File: src/sv/lss_pkg.sv
// ----------------------------------------------------------------------------
// lss_pkg
// Shared types and constants for the light signal sequencer: request codes,
// register indexes, reset values and the one-hot state encodings.
// ----------------------------------------------------------------------------
package lss_pkg;

	// light level range
	localparam int unsigned LEVEL_W = 6;
	localparam logic [LEVEL_W-1:0] LEVEL_MAX = 6'd63;
	localparam logic [LEVEL_W-1:0] LEVEL_MIN = 6'd0;

	// signal request codes; codes above task complete start no machine
	localparam logic [2:0] REQ_NONE = 3'd0;
	localparam logic [2:0] REQ_ACK  = 3'd1;
	localparam logic [2:0] REQ_NACK = 3'd2;
	localparam logic [2:0] REQ_ATTN = 3'd3;
	localparam logic [2:0] REQ_TASK = 3'd4;

	// configuration register indexes
	localparam logic [1:0] CFG_ON_TIME  = 2'd0;
	localparam logic [1:0] CFG_OFF_TIME = 2'd1;
	localparam logic [1:0] CFG_FLASHES  = 2'd2;

	// configuration reset values
	localparam logic [31:0] ON_TIME_RST  = 32'd200000;
	localparam logic [31:0] OFF_TIME_RST = 32'd200000;
	localparam logic [7:0]  FLASHES_RST  = 8'd10;

	// attention machine
	typedef enum logic [2:0] {
		ATT_REST = 3'b001,
		ATT_ON   = 3'b010,
		ATT_OFF  = 3'b100
	} att_state_t;

	// nack machine: on, off, on
	typedef enum logic [3:0] {
		NACK_IDLE = 4'b0001,
		NACK_ON1  = 4'b0010,
		NACK_OFF  = 4'b0100,
		NACK_ON2  = 4'b1000
	} nack_state_t;

	// ack machine: one on pulse
	typedef enum logic [1:0] {
		ACK_IDLE = 2'b01,
		ACK_ON   = 2'b10
	} ack_state_t;

	// task-complete ramp machine
	typedef enum logic [2:0] {
		RAMP_IDLE = 3'b001,
		RAMP_RISE = 3'b010,
		RAMP_FALL = 3'b100
	} ramp_state_t;

endpackage

File: src/sv/light_signal_sequencer.sv
// ----------------------------------------------------------------------------
// light_signal_sequencer
// Light level control with manual buttons and four signal patterns, three timed.
// ----------------------------------------------------------------------------
// Each input item is one control tick and gives exactly one result item with
// the light level and a flag that a signal pattern is running. The block takes
// one item per clock cycle unless the result side stalls. An item is held in
// an input register while it waits for the result register, and all
// pattern logic (two 32-bit elapsed-time compares and the level chain) sits
// between that register and the result register, and the state is updated in
// the same cycle the result is written. Timing comes only from the now_us
// field of each item: phases end when the wrapped difference to the shared
// phase start exceeds the on or off time. Registers are written through the
// cfg channel, which is always ready; writes are meant for idle periods only.
// ----------------------------------------------------------------------------
module light_signal_sequencer
	import lss_pkg::*;
(
	input  logic        clk,
	input  logic        arst_n,
	// input items
	input  logic        s_tvalid,
	output logic        s_tready,
	// [31:0] now_us, [34:32] request, [35] manual_enable,
	// [36] joystick_present, [37] brighter, [38] dimmer, [39] reset_button
	input  logic [39:0] s_tdata,
	// result items
	output logic        m_tvalid,
	input  logic        m_tready,
	// [5:0] light_level, [6] pattern_active, [7] zero
	output logic [7:0]  m_tdata,
	// configuration writes
	input  logic        cfg_valid,
	output logic        cfg_ready,
	input  logic [1:0]  cfg_index,
	input  logic [31:0] cfg_data
);

	// configuration registers
	logic [31:0] on_time_q;
	logic [31:0] off_time_q;
	logic [7:0]  flashes_q;

	// input stage
	logic        valid_s1;
	logic [31:0] now_s1;
	logic [2:0]  req_s1;
	logic        man_s1;
	logic        joy_s1;
	logic        up_s1;
	logic        down_s1;
	logic        rstb_s1;

	// block state
	logic [LEVEL_W-1:0] level_q;
	att_state_t         att_q;
	nack_state_t        nack_q;
	ack_state_t         ack_q;
	ramp_state_t        ramp_q;
	logic [7:0]         fc_q;
	logic [31:0]        start_q;

	// next state
	logic [LEVEL_W-1:0] lvl_d;
	att_state_t         att_d;
	nack_state_t        nack_d;
	ack_state_t         ack_d;
	ramp_state_t        ramp_d;
	logic [7:0]         fc_d;
	logic [7:0]         fc_inc;
	logic [31:0]        start_d;
	logic               fresh;
	logic               active_d;

	// timing
	logic [31:0] elapsed;
	logic        on_exp;
	logic        off_exp;

	// output register
	logic        out_valid_q;
	logic [5:0]  out_level_q;
	logic        out_active_q;

	logic advance;

	// handshake: the stage item moves on when the result register is free
	assign advance   = valid_s1 && (!out_valid_q || m_tready);
	assign s_tready  = !valid_s1 || advance;
	assign cfg_ready = 1'b1;

	// configuration writes
	always_ff @(posedge clk or negedge arst_n) begin
		if (!arst_n) begin
			on_time_q  <= ON_TIME_RST;
			off_time_q <= OFF_TIME_RST;
			flashes_q  <= FLASHES_RST;
		end else if (cfg_valid) begin
			case (cfg_index)
				CFG_ON_TIME:  on_time_q  <= cfg_data;
				CFG_OFF_TIME: off_time_q <= cfg_data;
				CFG_FLASHES:  flashes_q  <= cfg_data[7:0];
				default: ;
			endcase
		end
	end

	// input register
	always_ff @(posedge clk or negedge arst_n) begin
		if (!arst_n) begin
			valid_s1 <= 1'b0;
		end else if (s_tready) begin
			valid_s1 <= s_tvalid;
		end
	end

	always_ff @(posedge clk) begin
		if (s_tvalid && s_tready) begin
			now_s1  <= s_tdata[31:0];
			req_s1  <= s_tdata[34:32];
			man_s1  <= s_tdata[35];
			joy_s1  <= s_tdata[36];
			up_s1   <= s_tdata[37];
			down_s1 <= s_tdata[38];
			rstb_s1 <= s_tdata[39];
		end
	end

	// elapsed time against the shared phase start, wraps mod 2^32
	assign elapsed = now_s1 - start_q;
	assign on_exp  = elapsed > on_time_q;
	assign off_exp = elapsed > off_time_q;

	// one tick: buttons, request, then the four machines in fixed order;
	// once the timer restarts in this tick no later phase can expire
	always_comb begin
		lvl_d   = level_q;
		att_d   = att_q;
		nack_d  = nack_q;
		ack_d   = ack_q;
		ramp_d  = ramp_q;
		fc_d    = fc_q;
		fc_inc  = fc_q + 8'd1;
		start_d = start_q;
		fresh   = 1'b0;

		// manual buttons
		if (man_s1) begin
			if (up_s1) begin
				if (lvl_d != LEVEL_MAX) lvl_d = lvl_d + 6'd1;
			end else if (down_s1) begin
				if (lvl_d != LEVEL_MIN) lvl_d = lvl_d - 6'd1;
			end
		end
		if (joy_s1 && rstb_s1) lvl_d = LEVEL_MIN;

		// any request clears the level and restarts the timer and its machine, if any
		if (req_s1 != REQ_NONE) begin
			case (req_s1)
				REQ_ACK:  ack_d  = ACK_ON;
				REQ_NACK: nack_d = NACK_ON1;
				REQ_ATTN: begin
					att_d = ATT_ON;
					fc_d  = 8'd0;
				end
				REQ_TASK: ramp_d = RAMP_RISE;
				default: ;
			endcase
			lvl_d   = LEVEL_MIN;
			start_d = now_s1;
			fresh   = 1'b1;
		end
		fc_inc = fc_d + 8'd1;

		// attention
		case (att_d)
			ATT_ON: begin
				lvl_d = LEVEL_MAX;
				if (!fresh && on_exp) begin
					att_d   = ATT_OFF;
					start_d = now_s1;
					fresh   = 1'b1;
				end
			end
			ATT_OFF: begin
				lvl_d = LEVEL_MIN;
				if (!fresh && off_exp) begin
					start_d = now_s1;
					fresh   = 1'b1;
					if (fc_inc >= flashes_q) begin
						att_d = ATT_REST;
						fc_d  = 8'd0;
					end else begin
						att_d = ATT_ON;
						fc_d  = fc_inc;
					end
				end
			end
			default: ;
		endcase

		// nack
		case (nack_d)
			NACK_ON1: begin
				lvl_d = LEVEL_MAX;
				if (!fresh && on_exp) begin
					nack_d  = NACK_OFF;
					start_d = now_s1;
					fresh   = 1'b1;
				end
			end
			NACK_OFF: begin
				lvl_d = LEVEL_MIN;
				if (!fresh && off_exp) begin
					nack_d  = NACK_ON2;
					start_d = now_s1;
					fresh   = 1'b1;
				end
			end
			NACK_ON2: begin
				lvl_d = LEVEL_MAX;
				if (!fresh && on_exp) begin
					nack_d  = NACK_IDLE;
					start_d = now_s1;
					fresh   = 1'b1;
					lvl_d   = LEVEL_MIN;
				end
			end
			default: ;
		endcase

		// ack
		case (ack_d)
			ACK_ON: begin
				lvl_d = LEVEL_MAX;
				if (!fresh && on_exp) begin
					ack_d   = ACK_IDLE;
					start_d = now_s1;
					fresh   = 1'b1;
					lvl_d   = LEVEL_MIN;
				end
			end
			default: ;
		endcase

		// task-complete ramp
		case (ramp_d)
			RAMP_RISE: begin
				if (lvl_d != LEVEL_MAX) lvl_d = lvl_d + 6'd1;
				if (lvl_d == LEVEL_MAX) ramp_d = RAMP_FALL;
			end
			RAMP_FALL: begin
				if (lvl_d != LEVEL_MIN) lvl_d = lvl_d - 6'd1;
				if (lvl_d == LEVEL_MIN) ramp_d = RAMP_IDLE;
			end
			default: ;
		endcase

		active_d = (att_d != ATT_REST) || (nack_d != NACK_IDLE) ||
			(ack_d != ACK_IDLE) || (ramp_d != RAMP_IDLE);
	end

	// state update, one per processed item
	always_ff @(posedge clk or negedge arst_n) begin
		if (!arst_n) begin
			level_q <= LEVEL_MIN;
			att_q   <= ATT_REST;
			nack_q  <= NACK_IDLE;
			ack_q   <= ACK_IDLE;
			ramp_q  <= RAMP_IDLE;
			fc_q    <= 8'd0;
			start_q <= 32'd0;
		end else if (advance) begin
			level_q <= lvl_d;
			att_q   <= att_d;
			nack_q  <= nack_d;
			ack_q   <= ack_d;
			ramp_q  <= ramp_d;
			fc_q    <= fc_d;
			start_q <= start_d;
		end
	end

	// result register
	always_ff @(posedge clk or negedge arst_n) begin
		if (!arst_n) begin
			out_valid_q <= 1'b0;
		end else if (advance) begin
			out_valid_q <= 1'b1;
		end else if (m_tready) begin
			out_valid_q <= 1'b0;
		end
	end

	always_ff @(posedge clk) begin
		if (advance) begin
			out_level_q  <= lvl_d;
			out_active_q <= active_d;
		end
	end

	assign m_tvalid = out_valid_q;
	assign m_tdata  = {1'b0, out_active_q, out_level_q};

	// a processed item always lands in the result register
	a_advance_result: assert property (@(posedge clk) disable iff (!arst_n)
		advance |=> m_tvalid)
		else $error("processed item did not reach the result register");

	// the flash count is cleared whenever attention is idle
	a_idle_count: assert property (@(posedge clk) disable iff (!arst_n)
		(att_q == ATT_REST) |-> (fc_q == 8'd0))
		else $error("flash count nonzero while attention idle");

	// a rising ramp turns at the top, a falling ramp ends at zero
	a_ramp_bounds: assert property (@(posedge clk) disable iff (!arst_n)
		((ramp_q == RAMP_RISE) |-> (level_q != LEVEL_MAX)) and
		((ramp_q == RAMP_FALL) |-> (level_q != LEVEL_MIN)))
		else $error("ramp state inconsistent with level");

endmodule

File: config.mk
export PLATFORM = sky130hd
export DESIGN_NAME = light_signal_sequencer
export DESIGN_NICKNAME = d
export VERILOG_FILES = /design/src/sv/lss_pkg.sv /design/src/sv/light_signal_sequencer.sv
export SDC_FILE = /design/constraint.sdc
export NUM_CORES = 1
export LEC_CHECK = 0
export BUFFER_PORTS_ARGS = -buffer_cell sky130_fd_sc_hd__buf_4
export CAP_MARGIN = 30
export CORE_ASPECT_RATIO = 0.75
export CORE_MARGIN = 4
export CORE_UTILIZATION = 48
export CTS_CLUSTER_DIAMETER = 30
export DETAILED_ROUTE_END_ITERATION = 6
export PLACE_DENSITY = 0.74
export SYNTH_ARGS = -nofsm -noshare
export SYNTH_HDL_FRONTEND = slang
export SYNTH_SLANG_ARGS = --single-unit
File: constraint.sdc
create_clock -name clk -period 8.7 [get_ports clk]
set_clock_uncertainty 0.1 [all_clocks]
set_input_delay 0.87 -clock clk [delete_from_list [all_inputs] [get_ports clk]]
set_output_delay 0.87 -clock clk [all_outputs]
set_load 0.1 [all_outputs]
==> results of run 1 <==
==> metal layers <==
metal / part of all wire / vias to the layer above / wire length (um) / track usage
met2: 0.43 / 325 / 12460 / 0.3295
met4: 0.010 / 0 / 302 / 0.05484
li1: - / 4388 / - / -
met3: 0.082 / 22 / 2403 / 0.05297
met1: 0.48 / 4552 / 13970 / 0.3245
met5: 0 / - / 0 / 0
==> registers in the layout, indices dropped and copies added (netlist names), 2 cells and up <==
name and cells:
ack_q 2, fc_q 8, att_q 3, out_level_q 6, start_q 32, ramp_q 3
off_time_q 32, req_s1 3, nack_q 4, on_time_q 32, now_s1 32, level_q 6
flashes_q 8
==> final cells by class <==
cell class,instances,area [um^2],area share
Multi-Input combinational cell,829,6161,0.4709
Inverter,126,473.0,0.03615
Tap cell,300,375.4,0.02869
Sequential cell,179,4737,0.3621
Clock inverter,13,150.1,0.01148
Timing Repair Buffer,96,744.5,0.05690
Clock buffer,19,442.9,0.03385
==> metrics by stage <==
step	std cells	worst slack, ns	total power [W]	hold WS (ns)
after floorplan	1169	2.751	0.002399	0.3538
after global placement	1529	1.979	0.002811	0.3692
after detailed placement	1530	1.752	0.002860	0.3854
after CTS	1562	1.682	0.003663	0.3954
after global routing	1562	0.9506	0.003933	0.4137
final	1562	1.505	0.003683	0.3556
==> placed cells by master (no fill, tap or decap), types with 7 or more instances in the layout <==
cell | synthesis | layout
ha_1 | 110 | 110
dfstp_2 | 18 | 18
or3_1 | 8 | 8
o21a_1 | 12 | 12
inv_1 | 126 | 126
a31oi_1 | 10 | 10
nor3_1 | 24 | 24
o31ai_1 | 8 | 7
mux2_2 | 78 | 78
and3_1 | 9 | 9
a21o_1 | 27 | 27
clkbuf_16 | 0 | 17
xnor2_1 | 23 | 23
nor2b_1 | 11 | 11
a32o_1 | 9 | 9
xor2_1 | 18 | 18
nor2_1 | 54 | 54
nand3_1 | 27 | 27
nand2_1 | 94 | 94
nand4_1 | 17 | 17
edfxtp_1 | 47 | 47
buf_4 | 4 | 94
o211ai_1 | 10 | 10
nor3b_1 | 8 | 7
o21ai_0 | 78 | 78
dfrtp_1 | 114 | 114
a21oi_1 | 67 | 67
a211oi_1 | 14 | 14
nand2b_1 | 12 | 12
==> power breakdown <==
group          leakage [nW]  switching [W]  total, W  internal (W)
logic                  3.62        0.00105   0.00173      0.000681
registers              1.99       0.000130   0.00116       0.00103
clock network         0.280       0.000352  0.000788      0.000436
==> logic make-up after synthesis <==
logic type,count (synthesis)
AO/OA/AOI/OAI,298
AND/OR/NAND/NOR,298
flip-flops,179
buffers and inverters,161
adder cells (fa/ha/maj),111
multiplexers,79
XOR/XNOR,41
other,2
==> how the worst max path moves through the flow <==
stage | end | cells after the start | slack [ns] | start
floorplan | level_q[1] | 28 | 2.75 | now_s1[1]
global placement | level_q[1] | 29 | 1.98 | now_s1[1]
detailed placement | level_q[1] | 29 | 1.75 | now_s1[8]
CTS | level_q[1] | 29 | 1.68 | now_s1[1]
global route | ramp_q[2] | 29 | 0.95 | now_s1[1]
finish | ramp_q[2] | 29 | 1.50 | now_s1[1]
==> critical path, delay by kind of cell, from the launching register on <==
kind	cells	cell delay [ns]
flip-flops	1	0.44
AO/OA/AOI/OAI	15	3.96
adder cells (fa/ha/maj)	3	0.78
buffers and inverters	2	0.18
AND/OR/NAND/NOR	8	1.54
XOR/XNOR	1	0.12
==> results.ini, run 1 <==
[clock_tree]
cts.sinks=179
cts_made_buffers=17
clock_path_buffers=2
htreeDepth=4
cts-root-buf=clkbuf_16
cts_setup_buffers=0
ctsResizeCount=0
clkTransAtPathRegs_ns=0.07
tritoncts=built
clkLatencyLatePin_ns=0.45
hold_buffers=0

[setup_path]
r2r-start=now_s1[1]
arrival_ns=7.48
cp-start-kind=flop
critPathRequiredTime_ns=8.98
path_class=flop to flop
cp_slowest_cell=a211oi_1
ff2ff_path_depth=29
r2r-end=ramp_q[2]
critPathMaxFanout=7
critPathCaptureType=flop
crit_path_max_incr_delay_ns=0.48
ff2ff_setup_slack_ns=1.50

[synthesis]
synth-edff-count=47
syn_inst=1169
synthesis.area_um2=11530
synth_xor_area_frac=0.03113
synth_top_family_by_area=compound AO/OA/AOI/OAI gates
synth.area.top_cells=dfrtp_1 25%, edfxtp_1 12%, ha_1 12%, mux2_2 7.6%, dfstp_2 4.1%
ys_types=86
synth_mux_area_frac=0.07701
yosysTopAreaCellShare=0.2473
synth_top_flop_cell=dfrtp_1
synthSimpleGateAreaFrac=0.1292
synthAdderAreaFrac=0.1211
synth-compound-area-share=0.1733
syn-num-nets=1359
yosys_warnings=0
synth-seq-area-share=0.4107
ys_seq_elements=179
yosysMostFrequentCell=inv_1
synth_top_area_cell=dfrtp_1
synth.avg_cell_area_um2=9.867
async_reset_ff_frac=0.7374
synth_commonest_cells=126 x inv_1, 114 x dfrtp_1, 110 x ha_1, 94 x nand2_1

[die]
coreArea_um2=23300
ioPinCount=90
die-area_um2=26600
start_util=0.4950
chipHeight_um=142.3
rows=48
die_w_um=187

[finish]
fin_nets=1439
fill_cells=2024
syn_to_final_growth_pct=13.43
final_util=0.5615
final_cell_area_um2=13080
layout-drive-gt1-share=0.1910
n_antenna_cell=0

[power_and_ir_drop]
peakVddDrop_mv=0.1619
powerDensity_nw_per_um2=281.5
p_leak_nw=5.891

[route]
routed_via_density=5.946
drt-initial-drc-count=865
dr.pass1.iters=5
antenna_left=0
drc=0
wl_um=29130
num_vias=9287
wire_per_inst_um=18.65

[run_status]
status=completed

[sta]
finalCritPeriodShare=0.8271
finalSetupViolCount=0
tns_ns=0
period_needed_ns=7.195
drv_slew=0
tightest_slew_ns=1.007
hold_viol_final=0
rsz0062_at_grt=false
max_slew_margin=0.3287
max_freq_ghz=0.1390

[placed_design]
io_buffers=87
place.gp.congestion=0.9373
placed_cell_area_um2=12490
dp.final_hpwl_um=21960

[global_routing]
grt_pass1_wl_um=47230
grt-ovfl-total=0
grt_max_degree=84
track_usage=0.2202
antenna_found_initial=0
grt_pass1_vias=9029

[worst_hold_path]
worstHoldPathType=input pin to asynchronous set/reset pin

[flow_run]
drv_cap=0

No activity file was read; power rests on OpenSTA's default activity.
==> run 2, diff against run 1 <==
--- a/config.mk
+++ b/config.mk
@@ -12,7 +12,7 @@
 export CORE_UTILIZATION = 48
 export CTS_CLUSTER_DIAMETER = 30
 export DETAILED_ROUTE_END_ITERATION = 6
-export PLACE_DENSITY = 0.74
+export PLACE_DENSITY = 0.77
 export SYNTH_ARGS = -nofsm -noshare
 export SYNTH_HDL_FRONTEND = slang
 export SYNTH_SLANG_ARGS = --single-unit
==> constraint.sdc (replaced) <==
create_clock -name clk -period 6.01 [get_ports clk]
set_clock_uncertainty 0.1 [all_clocks]
set_input_delay 0.601 -clock clk [delete_from_list [all_inputs] [get_ports clk]]
set_output_delay 0.601 -clock clk [all_outputs]
set_load 0.1 [all_outputs]
==> run 2 against run 1 <==
Sequential share of layout area decreased by 2.9 points; core utilization rose by 4.9 points; global-route usage rose by 0.74 points; first-iteration DRC count unchanged; final area is 8.7% higher; critical endpoint unchanged; register-to-register slack got worse by 1.6 ns; the flow now finishes with violations (setup timing).
==> results.ini, run 2 (synthesis results as in run 1) <==
[power_and_ir_drop]
p_leak_nw=6.432
powerDensity_nw_per_um2=411.6
peakVddDrop_mv=0.2164
clkPwrFrac=0.193
switchingPower_w=0.002435
combPwrFrac=0.520
internal_power_w=0.003420
switching_share=0.4159
p_seq_frac=0.287

[setup_path]
cp_slowest_cell=dfrtp_1
path_class=flop to flop
critPathMaxFanout=4
critPathRequiredTime_ns=6.24
critPathCaptureType=flop
arrival_ns=6.33
cp-start-kind=flop
crit_path_max_incr_delay_ns=0.39

[clock_tree]
tritoncts=built
clock_path_buffers=2
cts-root-buf=clkbuf_16
cts_made_buffers=17
htreeDepth=4
clkLatencyLatePin_ns=0.45
clkTransAtPathRegs_ns=0.07
hold_buffers=0
cts.sinks=179

[route]
routed_via_density=5.811
wl_um=30770
wire_per_inst_um=18.54
num_vias=9646
antenna_left=0
drt-initial-drc-count=865
drc=0
dr.pass1.iters=5

[die]
start_util=0.4950
die-area_um2=26600
ioPinCount=90
rows=48
die_w_um=187
coreArea_um2=23300
chipHeight_um=142.3

[sta]
drv_slew=0
rsz0062_at_grt=true
max_slew_margin=0.3371
finalCritPeriodShare=1.014
hold_viol_final=0
max_freq_ghz=0.1640
tightest_slew_ns=0.9867
tns_ns=-0.1614
period_needed_ns=6.096
finalSetupViolCount=3
final.setup.worst_slack_ns=-0.08609

[finish]
fin_nets=1537
final_common_cell=buf_4
layout-drive-gt1-share=0.2890
layout.cells.most_common_list=187 x buf_4, 120 x inv_1, 114 x dfrtp_1
final_util=0.6105
syn_to_final_growth_pct=23.33
final_cell_area_um2=14230
n_antenna_cell=0

[global_routing]
grt_pass1_vias=9351
track_usage=0.2277
antenna_found_initial=0
grt-ovfl-total=0
grt_pass1_wl_um=48650
grt_max_degree=89

[placed_design]
place.gp.congestion=0.9454
io_buffers=87
dp.final_hpwl_um=22500
post-place-ws_ns=-0.3728
placed_cell_area_um2=13070

[flow_run]
drv_cap=0

[worst_hold_path]
worstHoldPathType=input pin to asynchronous set/reset pin

[run_status]
status=finished with violations
failed_checks=setup timing

run 2: cell count changes in the layout (fill, tap and decap cells not counted), sizes merged:
cell | before | now
buf | 96 | 194
clkbuf | 19 | 18
clkinv | 4 | 6
inv | 130 | 129
run 2: per-layer routing:
layer / vias to the layer above / GRT usage / wire length (um)
li1: 4587 / - / -
met1: 4670 / 0.3406 / 14870
met2: 353 / 0.3324 / 13160
met3: 36 / 0.05640 / 2280
met4: 0 / 0.05834 / 461
met5: - / 0 / 0
run 2: timing repair:
| item | in CTS | in global routing |
|---|---|---|
| setup endpoints to repair | 16 | 47 |
| buffers inserted | 4 | 19 |
| pin swaps | 21 | 48 |
| resized for setup | 26 | 65 |
run 2: final timing paths:
path	start	to	slack (ns)	cells past startpoint
setup / recovery	start_q[1]	ramp_q[2]	-0.09	30
hold / removal	arst_n	on_time_q[19]	0.12	1
setup reg to reg	start_q[1]	ramp_q[2]	-0.09	30
hold reg to reg	valid_s1	m_tvalid	0.40	1
max in group asynchronous	arst_n	flashes_q[1]	4.56	2
min in group clk	s_tdata[36]	joy_s1	0.22	1
run 2: power by group through the flow:
stage                     Clock (W)  Sequential [W]  Combinational, W
final                       0.00113         0.00168           0.00304
after global routing        0.00121         0.00170           0.00334
after CTS                   0.00115         0.00167           0.00277
after detailed placement          0         0.00169           0.00268
after global placement            0         0.00168           0.00262
after floorplan                   0         0.00173           0.00174
run 2: critical path: cells and delay by family, from the launching register on:
family / cells / cell delay (ns)
DFF: 1 / 0.39
buffers and inverters: 5 / 0.52
adders and majority gates: 3 / 0.70
AOI/OAI and AO/OA: 14 / 3.10
and+or+nand+nor: 7 / 1.04
xor gates and xnor gates: 1 / 0.13
run 2: through the flow:
stage,hold WS (ns),power (W),std cells
after floorplan,0.2054,0.003473,1169
after global placement,0.3646,0.004301,1606
after detailed placement,0.3815,0.004370,1607
after CTS,0.1788,0.005585,1643
after global routing,0.1987,0.006249,1660
final,0.1200,0.005856,1660
run 2: layout make-up:
type	count	area (um^2)
Tap cell	300	375.4
Clock buffer	18	429.2
Fill cell	1877	9076
Multi-Input combinational cell	829	6554
Timing Repair Buffer	194	1500
Clock inverter	14	152.6
Inverter	126	478.0
Sequential cell	179	4737
==> run 3, diff against run 2 <==
--- a/config.mk
+++ b/config.mk
@@ -7,12 +7,15 @@
 export LEC_CHECK = 0
 export BUFFER_PORTS_ARGS = -buffer_cell sky130_fd_sc_hd__buf_4
 export CAP_MARGIN = 30
+export CELL_PAD_IN_SITES_DETAIL_PLACEMENT = 1
+export CELL_PAD_IN_SITES_GLOBAL_PLACEMENT = 1
 export CORE_ASPECT_RATIO = 0.75
 export CORE_MARGIN = 4
-export CORE_UTILIZATION = 48
+export CORE_UTILIZATION = 43
 export CTS_CLUSTER_DIAMETER = 30
 export DETAILED_ROUTE_END_ITERATION = 6
-export PLACE_DENSITY = 0.77
+export GPL_TIMING_DRIVEN = 0
+export PLACE_DENSITY = 0.85
 export SYNTH_ARGS = -nofsm -noshare
 export SYNTH_HDL_FRONTEND = slang
 export SYNTH_SLANG_ARGS = --single-unit
==> run 3 against run 2 <==
The flow still finishes with violations (setup timing); die area increased by 11%; non-clock buffer count decreased by 20; sequential share of layout area decreased by 0.096 points; via count increased by 7.7%; combinational power increased by 7.9%; critical path depth unchanged; wire length increased by 33%; clock power increased by 8%; largest cell class unchanged; largest power group unchanged.
==> results.ini, run 3 (synthesis results as in run 1) <==
[run_status]
status=finished with violations
failed_checks=setup timing

[clock_tree]
cts-root-buf=clkbuf_16
cts_made_buffers=17
clkLatencyLatePin_ns=0.47
clock_path_buffers=2
tritoncts=built
clkTransAtPathRegs_ns=0.07
cts.sinks=179
hold_buffers=0
htreeDepth=4

[flow_run]
drv_cap=0

[power_and_ir_drop]
p_leak_nw=6.316
switchingPower_w=0.002721
internal_power_w=0.003438
p_seq_frac=0.269
peakVddDrop_mv=0.2494
powerDensity_nw_per_um2=431.7
switching_share=0.4418
combPwrFrac=0.532
clkPwrFrac=0.199

[die]
start_util=0.4409
ioPinCount=90
coreArea_um2=26160
rows=51
chipHeight_um=149.8
die_w_um=197.1
die-area_um2=29540

[route]
num_vias=10390
drt-initial-drc-count=790
wl_um=41030
antenna_left=0
wire_per_inst_um=24.37
routed_via_density=6.169
drc=0
dr.pass1.iters=5

[finish]
layout-drive-gt1-share=0.2642
fill_cells=2915
layout.cells.most_common_list=134 x buf_4, 120 x inv_1, 114 x dfrtp_1
final_common_cell=buf_4
n_antenna_cell=0
syn_to_final_growth_pct=23.69
fin_nets=1517
final_cells=1684
multi_input_area_um2=6699
final_cell_area_um2=14270
seqCellArea_um2=4737

[global_routing]
grt_util_met3=0.05379
grt-ovfl-total=0
antenna_found_initial=0
grt_max_degree=71
track_usage=0.2585
grt_use_met2=0.4205
top_usage_layer=met2
grtUsageMet1=0.3464
grt_pass1_wl_um=60170
grt_pass1_vias=10860

[setup_path]
arrival_ns=7.06
path_class=flop to flop
crit_path_max_incr_delay_ns=0.45
cp-start-kind=flop
cp_slowest_cell=edfxtp_1
crit_buf_inv=4
cp_top_family=compound AO/OA/AOI/OAI gates
critPathRequiredTime_ns=6.26
critPathCaptureType=flop
critPathMaxFanout=5

[placed_design]
dp.cells=1604
place.gp.congestion=0.8848
placed_cell_area_um2=12680
io_buffers=87
dp.final_hpwl_um=25620

[sta]
hold_viol_final=0
drv_slew=0
max_slew_margin=0.3053
tightest_slew_ns=1.034
finalCritPeriodShare=1.134
final.setup.worst_slack_ns=-0.8051
rsz0062_at_grt=true
max_freq_ghz=0.1467
hold_slack_ns=0.05177
period_needed_ns=6.815
finalSetupViolCount=48

[worst_hold_path]
worstHoldPathType=input pin to asynchronous set/reset pin

==> run 3: changes by cell type in the layout (fill, tap and decap cells not counted), sizes merged <==
cell,delta
clkinv,-5
buf,-41
inv,-2
clkbuf,+29
clkinvlp,-1
==> run 3: through the flow <==
stage	util	TNS [ns]	power, W	worst slack (ns)
detailed placement	0.4847	-56.88	0.004221	-2.010
global placement	0.4823	-61.62	0.004068	-1.739
finish	0.5453	-21.97	0.006159	-0.8051
floorplan	-	0	0.003473	0.06148
CTS	0.5351	-5.447	0.005773	-0.3917
global route	0.5453	-28.85	0.006456	-1.029
==> run 3: worst paths after layout <==
kind,from,to,slack (ns),depth (start not counted)
setup / recovery,now_s1[3],ramp_q[2],-0.81,30
hold / removal,arst_n,start_q[16],0.05,1
setup reg to reg,now_s1[3],ramp_q[2],-0.81,30
hold reg to reg,start_q[18],start_q[18],0.41,1
max in group asynchronous,arst_n,att_q[0],4.91,2
min in group clk,s_tdata[36],joy_s1,0.20,1
==> run 3: layout make-up <==
cell class                      instances  area share
Multi-Input combinational cell        829      0.4695
Clock inverter                          6    0.006226
Inverter                              126     0.03385
Buffer                                 35     0.01289
Clock buffer                           26     0.03797
Timing Repair Buffer                  139     0.07735
Tap cell                              344     0.03017
Sequential cell                       179      0.3320
==> run 3: power by group through the flow <==
stage | clock network [W] | logic [W] | registers [W]
3_3_place_gp | 0 | 0.00243 | 0.00164
2_1_floorplan | 0 | 0.00174 | 0.00173
3_5_place_dp | 0 | 0.00256 | 0.00166
5_1_grt | 0.00129 | 0.00349 | 0.00168
4_1_cts | 0.00123 | 0.00291 | 0.00164
6_report | 0.00122 | 0.00328 | 0.00166
==> run 3: timing repair <==
| item | 4_1_cts | 5_1_grt |
|---|---|---|
| resized for setup | 91 | 19 |
| buffers inserted | 32 | 15 |
| setup endpoints to repair | 64 | 58 |
| pin swaps | 50 | 27 |
==> run 3: per-layer routing <==
metal / wire length [um] / share of wire
met5: 0 / 0
met4: 1849 / 0.045
met3: 2656 / 0.065
met2: 18970 / 0.46
met1: 17550 / 0.43
